## src/sv/ksd_pkg.sv

```systemverilog
`timescale 1ns / 1ps
// Shared types, constants and helpers for the Koch segment subdivider.
// No dependencies; used by ksd_mul, ksd_engine and koch_segment_subdivider.
package ksd_pkg;

    localparam int DEPTH_LIMIT_DEF   = 3;
    localparam int FRACTION_BITS_DEF = 24;

    // Coefficients in 0.32 format; ksd_mul shifts them to its fraction width.
    localparam logic [63:0] COS60_Q32 = 64'd2147483648;
    localparam logic [63:0] SIN60_Q32 = 64'd3719550786;
    localparam logic [63:0] THIRD_Q32 = 64'd1431655765;

    typedef enum logic [1:0] {
        COEF_THIRD,
        COEF_COS,
        COEF_SIN
    } coef_t;

    typedef struct packed {
        logic signed [31:0] operand;
        coef_t              coef;
    } mul_req_t;

    typedef struct packed {
        logic signed [31:0] x1;
        logic signed [31:0] y1;
        logic signed [31:0] x2;
        logic signed [31:0] y2;
        logic [1:0]         depth;
    } stack_entry_t;

    typedef struct packed {
        logic signed [7:0] from_x;
        logic signed [7:0] from_y;
        logic signed [7:0] to_x;
        logic signed [7:0] to_y;
        logic              final_piece;
    } seg_t;

    typedef enum logic [3:0] {
        ST_IDLE,
        ST_POP,
        ST_MUL_TX,
        ST_MUL_TY,
        ST_MUL_A,
        ST_MUL_B,
        ST_MUL_C,
        ST_MUL_D,
        ST_MUL_E,
        ST_PUSH_DB,
        ST_PUSH_ED,
        ST_PUSH_CE,
        ST_PUSH_AC
    } state_t;

    // Integer part of a fixed-point coordinate, wrapped to 8 bits.
    function automatic logic signed [7:0] to_pixel(input logic signed [31:0] v,
                                                   input int fb);
        logic signed [31:0] sh;
        sh = v >>> fb;
        return sh[7:0];
    endfunction

endpackage

```

## src/sv/ksd_mul.sv

```systemverilog
`timescale 1ns / 1ps
// Shared fixed-point multiplier: operand times one of three constants.
// Depends on ksd_pkg. The product is registered, so the result appears in the cycle after the request.
module ksd_mul #(
    parameter int FRACTION_BITS = ksd_pkg::FRACTION_BITS_DEF
) (
    input  logic                clk,
    input  ksd_pkg::mul_req_t   req,
    output logic signed [31:0]  result
);

    localparam logic [31:0] K_COS   = 32'(ksd_pkg::COS60_Q32 >> (32 - FRACTION_BITS));
    localparam logic [31:0] K_SIN   = 32'(ksd_pkg::SIN60_Q32 >> (32 - FRACTION_BITS));
    localparam logic [31:0] K_THIRD = 32'(ksd_pkg::THIRD_Q32 >> (32 - FRACTION_BITS));

    logic [31:0]        coef;
    logic signed [32:0] coef_s;
    logic signed [63:0] prod_next;
    logic signed [63:0] prod_reg;
    logic signed [63:0] prod_sh;

    always_comb
    begin
        unique case (req.coef)
            ksd_pkg::COEF_COS:   coef = K_COS;
            ksd_pkg::COEF_SIN:   coef = K_SIN;
            ksd_pkg::COEF_THIRD: coef = K_THIRD;
            default:             coef = K_THIRD;
        endcase
    end

    assign coef_s    = $signed({1'b0, coef});
    assign prod_next = req.operand * coef_s;

    always_ff @(posedge clk)
    begin
        prod_reg <= prod_next;
    end

    // Floor shift of the full product, then keep the low word.
    assign prod_sh = prod_reg >>> FRACTION_BITS;
    assign result  = prod_sh[31:0];

endmodule

```

## src/sv/ksd_engine.sv

```systemverilog
`timescale 1ns / 1ps
// Subdivision sequencer: segment stack, working registers and point adders.
// Depends on ksd_pkg; drives the shared ksd_mul through a request struct.
module ksd_engine #(
    parameter int DEPTH_LIMIT   = ksd_pkg::DEPTH_LIMIT_DEF,
    parameter int FRACTION_BITS = ksd_pkg::FRACTION_BITS_DEF
) (
    input  logic                  clk,
    input  logic                  rst_n,
    input  logic                  in_valid,
    output logic                  in_ready,
    input  ksd_pkg::stack_entry_t in_seg,
    output logic                  seg_valid,
    input  logic                  seg_ready,
    output ksd_pkg::seg_t         seg_out,
    output ksd_pkg::mul_req_t     mul_req,
    input  logic signed [31:0]    mul_res
);

    // Each level pops one segment and pushes four.
    localparam int STACK_DEPTH = 3 * DEPTH_LIMIT + 1;
    localparam int SP_W        = $clog2(STACK_DEPTH + 1);
    localparam int IDX_W       = (STACK_DEPTH > 1) ? $clog2(STACK_DEPTH) : 1;

    ksd_pkg::stack_entry_t stack_mem [STACK_DEPTH];

    ksd_pkg::state_t       state_reg, state_next;
    logic [SP_W-1:0]       sp_reg, sp_next, sp_dec;
    logic [IDX_W-1:0]      top_idx;
    ksd_pkg::stack_entry_t top;

    ksd_pkg::stack_entry_t w_reg, w_next;
    logic signed [31:0]    tx_reg, tx_next, ty_reg, ty_next;
    logic signed [31:0]    rx_reg, rx_next, ry_reg, ry_next;

    logic                  push_en;
    ksd_pkg::stack_entry_t push_entry;

    logic signed [31:0]    cx, cy, dx, dy, ex, ey;
    logic [1:0]            child_depth;
    logic [1:0]            in_depth;

    assign sp_dec  = sp_reg - SP_W'(1);
    assign top_idx = sp_dec[IDX_W-1:0];
    assign top     = stack_mem[top_idx];

    assign cx          = w_reg.x1 + tx_reg;
    assign cy          = w_reg.y1 + ty_reg;
    assign dx          = w_reg.x1 + {tx_reg[30:0], 1'b0};
    assign dy          = w_reg.y1 + {ty_reg[30:0], 1'b0};
    assign ex          = cx + rx_reg;
    assign ey          = cy + ry_reg;
    assign child_depth = w_reg.depth - 2'd1;
    assign in_depth    = (in_seg.depth > 2'(DEPTH_LIMIT)) ? 2'(DEPTH_LIMIT) : in_seg.depth;

    assign seg_out.from_x      = ksd_pkg::to_pixel(top.x1, FRACTION_BITS);
    assign seg_out.from_y      = ksd_pkg::to_pixel(top.y1, FRACTION_BITS);
    assign seg_out.to_x        = ksd_pkg::to_pixel(top.x2, FRACTION_BITS);
    assign seg_out.to_y        = ksd_pkg::to_pixel(top.y2, FRACTION_BITS);
    assign seg_out.final_piece = (sp_reg == SP_W'(1));

    // Next state.
    always_comb
    begin
        state_next = state_reg;
        unique case (state_reg)
            ksd_pkg::ST_IDLE:
            begin
                if (in_valid)
                    state_next = ksd_pkg::ST_POP;
            end
            ksd_pkg::ST_POP:
            begin
                if (top.depth != 2'd0)
                    state_next = ksd_pkg::ST_MUL_TX;
                else if (seg_ready && sp_reg == SP_W'(1))
                    state_next = ksd_pkg::ST_IDLE;
            end
            ksd_pkg::ST_MUL_TX:  state_next = ksd_pkg::ST_MUL_TY;
            ksd_pkg::ST_MUL_TY:  state_next = ksd_pkg::ST_MUL_A;
            ksd_pkg::ST_MUL_A:   state_next = ksd_pkg::ST_MUL_B;
            ksd_pkg::ST_MUL_B:   state_next = ksd_pkg::ST_MUL_C;
            ksd_pkg::ST_MUL_C:   state_next = ksd_pkg::ST_MUL_D;
            ksd_pkg::ST_MUL_D:   state_next = ksd_pkg::ST_MUL_E;
            ksd_pkg::ST_MUL_E:   state_next = ksd_pkg::ST_PUSH_DB;
            ksd_pkg::ST_PUSH_DB: state_next = ksd_pkg::ST_PUSH_ED;
            ksd_pkg::ST_PUSH_ED: state_next = ksd_pkg::ST_PUSH_CE;
            ksd_pkg::ST_PUSH_CE: state_next = ksd_pkg::ST_PUSH_AC;
            ksd_pkg::ST_PUSH_AC: state_next = ksd_pkg::ST_POP;
            default:             state_next = ksd_pkg::ST_IDLE;
        endcase
    end

    // Outputs and datapath control.
    always_comb
    begin
        in_ready        = 1'b0;
        seg_valid       = 1'b0;
        push_en         = 1'b0;
        push_entry      = in_seg;
        sp_next         = sp_reg;
        w_next          = w_reg;
        tx_next         = tx_reg;
        ty_next         = ty_reg;
        rx_next         = rx_reg;
        ry_next         = ry_reg;
        mul_req.operand = tx_reg;
        mul_req.coef    = ksd_pkg::COEF_THIRD;
        unique case (state_reg)
            ksd_pkg::ST_IDLE:
            begin
                in_ready         = 1'b1;
                push_entry.depth = in_depth;
                if (in_valid)
                begin
                    push_en = 1'b1;
                    sp_next = SP_W'(1);
                end
            end
            ksd_pkg::ST_POP:
            begin
                if (top.depth == 2'd0)
                begin
                    seg_valid = 1'b1;
                    if (seg_ready)
                        sp_next = sp_dec;
                end
                else
                begin
                    w_next  = top;
                    sp_next = sp_dec;
                end
            end
            ksd_pkg::ST_MUL_TX:
            begin
                mul_req.operand = w_reg.x2 - w_reg.x1;
            end
            ksd_pkg::ST_MUL_TY:
            begin
                mul_req.operand = w_reg.y2 - w_reg.y1;
                tx_next         = mul_res;
            end
            ksd_pkg::ST_MUL_A:
            begin
                mul_req.operand = tx_reg;
                mul_req.coef    = ksd_pkg::COEF_COS;
                ty_next         = mul_res;
            end
            ksd_pkg::ST_MUL_B:
            begin
                mul_req.operand = ty_reg;
                mul_req.coef    = ksd_pkg::COEF_SIN;
                rx_next         = mul_res;
            end
            ksd_pkg::ST_MUL_C:
            begin
                mul_req.operand = tx_reg;
                mul_req.coef    = ksd_pkg::COEF_SIN;
                rx_next         = rx_reg - mul_res;
            end
            ksd_pkg::ST_MUL_D:
            begin
                mul_req.operand = ty_reg;
                mul_req.coef    = ksd_pkg::COEF_COS;
                ry_next         = mul_res;
            end
            ksd_pkg::ST_MUL_E:
            begin
                ry_next = ry_reg + mul_res;
            end
            // Children go on in reverse so the first piece is popped first.
            ksd_pkg::ST_PUSH_DB:
            begin
                push_en    = 1'b1;
                push_entry = '{x1: dx, y1: dy, x2: w_reg.x2, y2: w_reg.y2,
                               depth: child_depth};
                sp_next    = sp_reg + SP_W'(1);
            end
            ksd_pkg::ST_PUSH_ED:
            begin
                push_en    = 1'b1;
                push_entry = '{x1: ex, y1: ey, x2: dx, y2: dy, depth: child_depth};
                sp_next    = sp_reg + SP_W'(1);
            end
            ksd_pkg::ST_PUSH_CE:
            begin
                push_en    = 1'b1;
                push_entry = '{x1: cx, y1: cy, x2: ex, y2: ey, depth: child_depth};
                sp_next    = sp_reg + SP_W'(1);
            end
            ksd_pkg::ST_PUSH_AC:
            begin
                push_en    = 1'b1;
                push_entry = '{x1: w_reg.x1, y1: w_reg.y1, x2: cx, y2: cy,
                               depth: child_depth};
                sp_next    = sp_reg + SP_W'(1);
            end
            default:
            begin
                in_ready = 1'b0;
            end
        endcase
    end

    always_ff @(posedge clk or negedge rst_n)
    begin
        if (!rst_n)
        begin
            state_reg <= ksd_pkg::ST_IDLE;
            sp_reg    <= '0;
        end
        else
        begin
            state_reg <= state_next;
            sp_reg    <= sp_next;
        end
    end

    always_ff @(posedge clk)
    begin
        w_reg  <= w_next;
        tx_reg <= tx_next;
        ty_reg <= ty_next;
        rx_reg <= rx_next;
        ry_reg <= ry_next;
        if (push_en)
            stack_mem[sp_reg[IDX_W-1:0]] <= push_entry;
    end

    a_sp_bound: assert property (@(posedge clk) disable iff (!rst_n)
        sp_reg <= SP_W'(STACK_DEPTH))
        else $error("segment stack overflow");

    a_idle_empty: assert property (@(posedge clk) disable iff (!rst_n)
        state_reg == ksd_pkg::ST_IDLE |-> sp_reg == '0)
        else $error("stack not empty while idle");

    a_accept_start: assert property (@(posedge clk) disable iff (!rst_n)
        in_valid && in_ready |=> state_reg == ksd_pkg::ST_POP && sp_reg == SP_W'(1))
        else $error("accepted segment not loaded on stack");

    a_last_ends: assert property (@(posedge clk) disable iff (!rst_n)
        seg_valid && seg_ready && seg_out.final_piece |=> state_reg == ksd_pkg::ST_IDLE)
        else $error("last word did not end the run");

    a_split_depth: assert property (@(posedge clk) disable iff (!rst_n)
        state_reg == ksd_pkg::ST_PUSH_DB |-> w_reg.depth != 2'd0)
        else $error("split of a leaf segment");

endmodule

```

## src/sv/koch_segment_subdivider.sv

```systemverilog
`timescale 1ns / 1ps
// Top level of the Koch segment subdivider: stream ports and output register.
// Depends on ksd_pkg, ksd_mul and ksd_engine.
//
// One input word carries a segment and a level count; the block answers with
// 4^level output words, the pieces of the Koch curve in drawing order, with
// tlast on the final piece. Work runs on one shared multiplier under a
// sequencer with a segment stack, and s_tready stays low until the last word
// of a run has been handed to the output register. Each split of a segment
// runs one pop, seven multiplier steps and four stack pushes, and each
// emitted piece takes one pop, which waits while the output register is full
// and m_tready is low.
module koch_segment_subdivider #(
    parameter int DEPTH_LIMIT   = ksd_pkg::DEPTH_LIMIT_DEF,
    parameter int FRACTION_BITS = ksd_pkg::FRACTION_BITS_DEF
) (
    input  logic         clk,
    input  logic         rst_n,
    input  logic         s_tvalid,
    output logic         s_tready,
    // start_x, start_y, end_x, end_y, level_count[1:0], zero padding
    input  logic [135:0] s_tdata,
    output logic         m_tvalid,
    input  logic         m_tready,
    // from_x, from_y, to_x, to_y
    output logic [31:0]  m_tdata,
    output logic         m_tlast
);

    ksd_pkg::stack_entry_t in_seg;
    ksd_pkg::seg_t         seg_out;
    ksd_pkg::seg_t         out_reg;
    ksd_pkg::mul_req_t     mul_req;
    logic signed [31:0]    mul_res;
    logic                  seg_valid, seg_ready;
    logic                  m_valid_reg, m_valid_next;

    assign in_seg.x1    = s_tdata[31:0];
    assign in_seg.y1    = s_tdata[63:32];
    assign in_seg.x2    = s_tdata[95:64];
    assign in_seg.y2    = s_tdata[127:96];
    assign in_seg.depth = s_tdata[129:128];

    ksd_mul #(
        .FRACTION_BITS(FRACTION_BITS)
    ) u_mul (
        .clk    (clk),
        .req    (mul_req),
        .result (mul_res)
    );

    ksd_engine #(
        .DEPTH_LIMIT  (DEPTH_LIMIT),
        .FRACTION_BITS(FRACTION_BITS)
    ) u_engine (
        .clk      (clk),
        .rst_n    (rst_n),
        .in_valid (s_tvalid),
        .in_ready (s_tready),
        .in_seg   (in_seg),
        .seg_valid(seg_valid),
        .seg_ready(seg_ready),
        .seg_out  (seg_out),
        .mul_req  (mul_req),
        .mul_res  (mul_res)
    );

    // The output register takes a new word whenever it is empty or draining.
    assign seg_ready    = !m_valid_reg || m_tready;
    assign m_valid_next = seg_valid || (m_valid_reg && !m_tready);

    always_ff @(posedge clk or negedge rst_n)
    begin
        if (!rst_n)
            m_valid_reg <= 1'b0;
        else
            m_valid_reg <= m_valid_next;
    end

    always_ff @(posedge clk)
    begin
        if (seg_valid && seg_ready)
            out_reg <= seg_out;
    end

    assign m_tvalid = m_valid_reg;
    assign m_tdata  = {out_reg.to_y, out_reg.to_x, out_reg.from_y, out_reg.from_x};
    assign m_tlast  = out_reg.final_piece;

endmodule
```

## config.mk

```make
export PLATFORM = sky130hd
export DESIGN_NAME = koch_segment_subdivider
export DESIGN_NICKNAME = d
export VERILOG_FILES = /design/src/sv/ksd_pkg.sv /design/src/sv/ksd_mul.sv /design/src/sv/ksd_engine.sv /design/src/sv/koch_segment_subdivider.sv
export SDC_FILE = /design/constraint.sdc
export NUM_CORES = 2
export LEC_CHECK = 0
export BUFFER_PORTS_ARGS = -buffer_cell sky130_fd_sc_hd__buf_4
export CAP_MARGIN = 20
export CORE_MARGIN = 2
export CORE_UTILIZATION = 45
export DETAILED_ROUTE_END_ITERATION = 10
export PLACE_DENSITY = 0.65
export SYNTH_ARGS = -nofsm -noshare
export SYNTH_HDL_FRONTEND = slang
export SYNTH_SLANG_ARGS = --single-unit
```

## constraint.sdc

```tcl
create_clock -name clk -period 18.7 [get_ports clk]
set_input_delay 0 -clock clk [delete_from_list [all_inputs] [get_ports clk]]
set_output_delay 0 -clock clk [all_outputs]
set_load 0.02 [all_outputs]
```

==> reports/metrics.cfg <==
[yosys]
yosys.area_share.simple_pct = 5.54
synth_compound_area_share_pct = 11.1
syn_avg_cell_area_um2 = 13.0
synth_warnings = 0
ys.flop_type = edfxtp_1
synthAdderAreaFrac_pct = 19.1
synth_area_leaders = edfxtp_1 (48%), fa_1 (12%), ha_1 (7.1%)
synth_top_area_cell = edfxtp_1
synth_top_family_by_area = adder cells
yosysSeqAreaShare_pct = 48.8
synth_edf_count = 1591
synth_xor_area_share_pct = 2.96
synth_seq_cells = 1632
synthDominantCellAreaShare_pct = 47.9
ys_async_sr_fraction_pct = 0.551
synthDistinctLibCells = 101
synth_area_um2 = 99700
synth_mux_area_share_pct = 7.32
netlist_instances = 7658

[sta]
worstMarginPinSlew_ps = 1200
final.setup.tns_ps = 0
rsz0062_at_grt = false
finalSetupViolations = 0
max_slew_margin_pct = 19.8
layout_setup_ws_ps = 6800
min_period_ps = 11900
slew_viol_final = 0
hold_ws_ps = 62.4
max_freq_ghz = 0.0840
skew_ps = 68.7
finalHoldViolCount = 0
min_period_over_period_pct = 63.7

[setup_path]
crit_type = reg2reg
path_buf_inv = 5
cp_slowest_cell = a222oi_1
crit_path_frequent_cell = fa_1
slowest_delay_ps = 920
reg2reg_depth = 36
arrival_ps = 12590
rr_endpoint = u_mul.prod_reg[49]
cp.required_ps = 19390
setup.worst_path.end_class = flop
crit_path_start_kind = flop
reg2reg_slack_ps = 6800
critPathTopFamily = compound AO/OA/AOI/OAI gates
worst-path-max-fanout = 7
rr_startpoint = u_engine.w_reg[68]

[floorplanning]
io_pins = 175
rows = 172
die_w_um = 475
core-area_um2 = 220000
die_h_um = 475
initial_core_util_pct = 45.3
die_area_um2 = 225000

[clock_tree]
clkLatencyLatePin_ps = 840
postCtsSetupBuffers = 0
clockRootBuffer = clkbuf_16
cts_buffers = 157
cts.sinks = 1632
cts_tree = done
htreeDepth = 4
path_clk_slew_ps = 70
clockBufferDepth = 3
post_cts_resized = 0
holdBufCountCts = 120

[global_route]
grt_pass1_vias = 65600
grt_max_degree = 108
grt_overflow = 0
grt_antenna_before_repair = 13
grtUsageTotal_pct = 27.5
grt_pass1_wl_mm = 449

[worst_hold_path]
worstHoldStart = s_tdata[77]
min_path_cells = 3
worstHoldEndpoint = u_engine.stack_mem[8][47]
hold_path_class = in2reg

[layout]
largest_reg_flops = 1300
drive_above_1_share_pct = 10.8
postLayoutCellArea_um2 = 111000
syn_to_final_growth_pct = 11.6
finalNetCount = 9279

[place]
gp_congestion = 0.984
dp_hpwl_mm = 226
post-place-ws_ps = 7150
placed_area_um2 = 105000
portBuffers = 168

[route]
post_drt_wl_per_cell_um = 28.0
first_iter_violations = 7433
drt_pre_antenna_iters = 8
remaining_drc_errors = 0
viasPerCell = 5.93
via_count = 65600
final_antenna_net_count = 0
routed_wl_mm = 310

[outcome]
status = finished, final reports clean

[run]
cap_violations = 0

==> kinds of logic (layout without fill, tap and decap cells) <==
family	Yosys count	after routing
flops	1632	1632
compound gates	1621	1621
fa+ha+maj	1164	1164
other cells	2	18
buf+inv	1370	1807
simple gates	1131	1131
xor+xnor	335	335
mux	403	403
==> routing by layer <==
layer / wire length [um] / track usage [%] / part of all wire (%)
met5: 28 / 0 / 0.0090
met4: 16400 / 12.5 / 5.3
met3: 26000 / 4.75 / 8.4
met2: 143000 / 43.3 / 46
met1: 124000 / 37.4 / 40
==> cell usage in the layout, fill, tap and decap left out, types with 38 or more instances in the layout <==
master | netlist | routed
and2_1 | 49 | 39
nor2b_1 | 181 | 180
o221ai_1 | 51 | 51
nand3_1 | 59 | 57
clkbuf_16 | 0 | 159
o21a_1 | 60 | 60
nor2_1 | 327 | 322
xnor2_1 | 210 | 209
a21o_1 | 183 | 183
edfxtp_1 | 1591 | 1591
nor3_1 | 51 | 50
inv_1 | 1094 | 1092
clkbuf_1 | 222 | 39
buf_4 | 0 | 290
dlygate4sd3_1 | 0 | 121
mux2i_1 | 139 | 139
a211oi_1 | 153 | 153
a22oi_1 | 43 | 43
mux4_2 | 260 | 260
fa_1 | 602 | 602
o21ai_0 | 224 | 220
a221o_1 | 38 | 38
o21bai_1 | 48 | 48
a221oi_1 | 61 | 60
nand2_1 | 265 | 261
ha_1 | 562 | 561
nand2b_1 | 52 | 52
xor2_1 | 124 | 123
a21oi_1 | 430 | 430
a222oi_1 | 46 | 46
==> worst reg2reg max path: cells and delay by family (launching register included) <==
kind,cells,cell delay (ps)
xor+xnor,2,280
simple gates,9,1920
fa+ha+maj,9,4210
flops,1,480
buf+inv,5,370
compound gates,11,4530
==> stage by stage <==
| stage | utilization (%) | cells |
|---|---|---|
| finish | 50.6 | 11100 |
| CTS | 50.6 | 11100 |
| floorplan | - | 7672 |
| global placement | 47.7 | 10600 |
| global route | 50.6 | 11100 |
| detailed placement | 47.7 | 10600 |
==> area by class of cell <==
cell class / instances / area, um^2
timing repair buffer: 418 / 3470
clock buffer: 200 / 4150
inverter: 1096 / 4110
tap: 2958 / 3700
sequential: 1632 / 48600
multi-input combinational: 4670 / 46200
fill: 18800 / 109000
antenna: 2 / 5.00
clock inverter: 93 / 1070
==> how the worst max path moves through the flow <==
stage                           from                  to  slack [ps]  depth (start not counted)
4_1_cts           u_engine.w_reg[68]  u_mul.prod_reg[49]        7090                         36
6_report          u_engine.w_reg[68]  u_mul.prod_reg[49]        6800                         36
2_1_floorplan  u_engine.state_reg[1]  u_mul.prod_reg[45]        9290                         31
3_3_place_gp      u_engine.w_reg[68]  u_mul.prod_reg[49]        7250                         36
3_5_place_dp      u_engine.w_reg[68]  u_mul.prod_reg[49]        7150                         36
5_1_grt           u_engine.w_reg[68]  u_mul.prod_reg[40]        6560                         36
==> cells in the mapped netlist, types with 10 or more instances <==
master,n
nor3_1,51
buf_1,48
a211oi_1,153
and2_1,49
ha_1,562
mux2i_1,139
xnor2_1,210
o211ai_1,27
o22a_1,29
a22oi_1,43
a21oi_1,430
a21o_1,183
nand2_1,265
nand4_1,34
edfxtp_1,1591
inv_1,1094
o31ai_1,15
a221oi_1,61
o21a_1,60
nand2b_1,52
o21ai_1,29
or2_2,19
dfxtp_1,32
clkbuf_1,222
o21bai_1,48
nor2_1,327
or3_1,19
a31oi_1,34
a21boi_0,10
and3_1,30
o221ai_1,51
xor2_1,124
fa_1,602
nand3_1,59
o21ai_0,224
nor2b_1,181
o22ai_1,30
a221o_1,38
mux4_2,260
a222oi_1,46
Power is not shown: default switching activity piles up to over one toggle a cycle in this logic, so the estimate is an artifact.
